$ cat src/sv/aabb_ram.sv
// Generic single-port-write, single-port-read RAM with a registered read.
// No dependencies.
module aabb_ram #(
  parameter int WIDTH = 8,
  parameter int DEPTH = 16
) (
  input  logic                     clk,
  input  logic                     we,
  input  logic [$clog2(DEPTH)-1:0] waddr,
  input  logic [WIDTH-1:0]         wdata,
  input  logic [$clog2(DEPTH)-1:0] raddr,
  output logic [WIDTH-1:0]         rdata
);

  logic [WIDTH-1:0] mem [DEPTH];

  always_ff @(posedge clk) begin
    if (we) begin
      mem[waddr] <= wdata;
    end
    rdata <= mem[raddr];
  end

endmodule

$ cat config.mk
export PLATFORM = sky130hd
export DESIGN_NAME = aabb_ram
export DESIGN_NICKNAME = d
export VERILOG_FILES = /design/src/sv/aabb_ram.sv
export SDC_FILE = /design/constraint.sdc
export NUM_CORES = 1
export LEC_CHECK = 0
export BUFFER_PORTS_ARGS = -buffer_cell sky130_fd_sc_hd__buf_2
export CAP_MARGIN = 20
export CORE_MARGIN = 2
export CORE_UTILIZATION = 45
export DETAILED_ROUTE_END_ITERATION = 12
export GPL_ROUTABILITY_DRIVEN = 0
export PLACE_DENSITY_LB_ADDON = 0.08
export RECOVER_POWER = 25
export SKIP_LAST_GASP = 1
export SYNTH_ARGS = -nofsm -noshare
export SYNTH_HDL_FRONTEND = slang
export SYNTH_SLANG_ARGS = --single-unit
$ cat constraint.sdc
create_clock -name clk -period 2 [get_ports clk]
set_clock_uncertainty 0.2 [all_clocks]
set_input_delay 0.1 -clock clk [delete_from_list [all_inputs] [get_ports clk]]
set_output_delay 0.1 -clock clk [all_outputs]
set_load 0.02 [all_outputs]
==> run summary <==
STATUS
--------------------------------------------------------------------------------
Outcome                                                             finished, final reports clean

PLACE
--------------------------------------------------------------------------------
Placed inst area                                                        5540 um2
Worst slack at placement                                                0.228 ns
# port buffers                                                                25
Dpl hpwl                                                                 5890 um

FLOORPLAN
--------------------------------------------------------------------------------
Die span in x                                                             111 um
Standard cell core area                                                11300 um2
Initial Util                                                               45.7%
Die Span Y                                                                111 um
Placement row count                                                           39
Number of I/O pins                                                            26
Die area                                                               12300 um2

CLOCKING
--------------------------------------------------------------------------------
Library cell used as clock root buffer                                 clkbuf_16
Setup fix buffers added after clock tree synthesis                             0
CTS hold repair buffers                                                        8
TritonCTS clock tree                                                         yes
Clock sink count                                                             136
Clock transition at the registers of the reported paths                  0.05 ns
H-tree Lvls                                                                    4
Post_cts resized                                                               0
Buffers from clock root to sink, at most                                       2
Number of clock buffers inserted by TritonCTS                                 17
Clock latency at the later pin of the worst-skew pair                    0.41 ns

GRT
--------------------------------------------------------------------------------
Pin count of the biggest net entering global routing                          33
Antenna violations before repair                                               0
Global-route usage over all layers                                         17.0%
Wire length of the first global-routing pass                            14900 um
Overflow left after global routing                                             0
Via count of the first global-routing pass                                  2558

TIMING
--------------------------------------------------------------------------------
Setup repair after global routing missed its margin                           no
Fin Hold WS                                                            0.0596 ns
Final setup violation count                                                    0
Count of endpoints failing hold in the final timing report                     0
Maximum clock frequency                                                0.649 GHz
Part of the cycle the worst path needs                                     77.0%
Least-Margin Pin Slew                                                   0.676 ns
PnR worst setup slack                                                   0.459 ns
Final critical delay including setup and external delays                 1.54 ns
Max transition margin                                                      54.9%
Setup Total Neg Slack                                                       0 ns
Max Transition Viols Final                                                     0

DRT
--------------------------------------------------------------------------------
Highest metal used                                                          met4
Number of vias after detailed routing                                       2379
Number of vias per cell                                                     5.35
First drt pass iteration count                                                 4
1st-iter DRT viols                                                           140
Post-route ant nets                                                            0
Residual DRC                                                                   0
Routed WL                                                                9510 um
Average routed wire per standard cell                                    21.4 um
Detailed-route wire length on metal 1                                    4420 um
Routed wl met3                                                            403 um
Met2 wire len                                                            4580 um

CRITICAL PATH
--------------------------------------------------------------------------------
Nature of the critical path startpoint                                 flip-flop
Arrival time of the worst setup path                                     1.63 ns
Worst-path fanout max                                                          1
Crit. End Element                                                      flip-flop
Data required time at the worst endpoint                                 2.09 ns
Class of the most critical setup path                                 reg -> reg

LOGIC SYNTHESIS
--------------------------------------------------------------------------------
Most common cell in the synthesized netlist                             edfxtp_1
Synthesized net count                                                        247
Mean instance size in the synthesized netlist                           22.5 um2
Async S/R FF share, synth                                                     0%
Sequential element share of the synthesized area                           77.8%
Synth top cells by count                                            128 x edfxtp_1, 18 x mux4_2, 16 x a22oi_1
Post-synthesis register bit count                                            136
Fraction of post-synthesis cell area in the top cell type by area          74.7%
Synth Warn #                                                                   0
Leading post-synthesis cells by cell area                           edfxtp_1 75%, mux4_2 7.9%, mux4_1 7.1%, dfxtp_1 3.1%, a22oi_1 2.3%
Post-synthesis cell count                                                    229
Post-synth EDFFs                                                             128
Predominant post-synthesis flop cell                                    edfxtp_1
Dominant cell type by area after synthesis                              edfxtp_1
Synth cell types                                                              19
Synthesized cell area                                                   5150 um2

POWER AND IR DROP
--------------------------------------------------------------------------------
Leakage power of the design                                              2.08 nW
Cell area power density                                              1060 nW/um2
VDD IR max                                                                467 uV

LAYOUT
--------------------------------------------------------------------------------
Share of the core filled with cells in the final layout                    54.6%
Synthesis-to-finish area growth                                            19.6%
Ratio of cells with drive above 1 in the final layout                      27.2%
Final-stage net count                                                        309
Area of all placed cells without fillers                                6160 um2
Diode count                                                                    0

WORST HOLD PATH
--------------------------------------------------------------------------------
Kind of path behind the tightest hold check                            in -> reg

RUN
--------------------------------------------------------------------------------
Number of violations of the max-capacitance limit                              0

==> sequential cells by signal, indices dropped and copies added, names as in the netlist <==
| register | count |
|---|---|
| mem | 128 |
| rdata | 8 |
==> worst max-delay path, stage by stage (launching register included) <==
cell	delay (ns)
edfxtp_1	0.34
mux4_1	0.52
a22oi_1	0.28
nand2_1	0.08
==> kinds of logic (layout without fill, tap and decap cells) <==
logic type	count (synthesis)	count (layout)	share of synthesized area, %
flops	136	136	77.8
simple gates	35	35	3.18
mux	32	32	15.0
compound gates	16	16	2.33
buf+inv	10	83	1.68
==> layout by cell type, fill, tap and decap left out, types with 3 or more instances in the layout <==
| master | n |
|---|---|
| edfxtp_1 | 128 |
| buf_2 | 23 |
| mux4_2 | 18 |
| clkbuf_16 | 17 |
| a22oi_1 | 16 |
| mux4_1 | 14 |
| nor2_1 | 13 |
| clkbuf_1 | 12 |
| buf_4 | 11 |
| nand2_1 | 9 |
| dlygate4sd3_1 | 8 |
| dfxtp_1 | 8 |
| clkinv_2 | 5 |
| nor3_1 | 4 |
| bufinv_16 | 3 |
==> per-stage QoR <==
step,std cells,total power [mW]
6_report,445,6.51
5_1_grt,445,6.75
4_1_cts,445,6.57
3_5_place_dp,407,3.58
3_3_place_gp,407,3.58
2_1_floorplan,229,3.44
==> routing by layer <==
metal / global-route usage, % / vias up
met4: 6.50 / 0
met1: 23.3 / 1216
met5: 0 / -
met2: 25.8 / 57
li1: - / 1096
met3: 5.14 / 10
==> final timing paths <==
check / slack [ns] / depth (start not counted) / endpoint / from
hold / removal: 0.06 / 3 / mem[0][0] / waddr[0]
setup / recovery: 0.46 / 3 / rdata[0] / mem[1][0]
setup reg to reg: 0.46 / 3 / rdata[0] / mem[1][0]
hold reg to reg: 0.47 / 3 / rdata[5] / mem[14][5]
==> power breakdown <==
group / internal (mW) / switching (mW)
Clock: 1.93 / 1.05
Combinational: 0.137 / 0.183
Sequential: 3.19 / 0.0190
==> layout make-up <==
class | instances | area (um2)
well taps | 143 | 179
flip-flops and latches | 136 | 4000
clock buffers | 20 | 437
fillers | 877 | 5110
repair buffers | 53 | 352
multi-input cells | 83 | 1060
clock inverters | 10 | 130
Note: power is estimated with default switching activity, not from simulation.
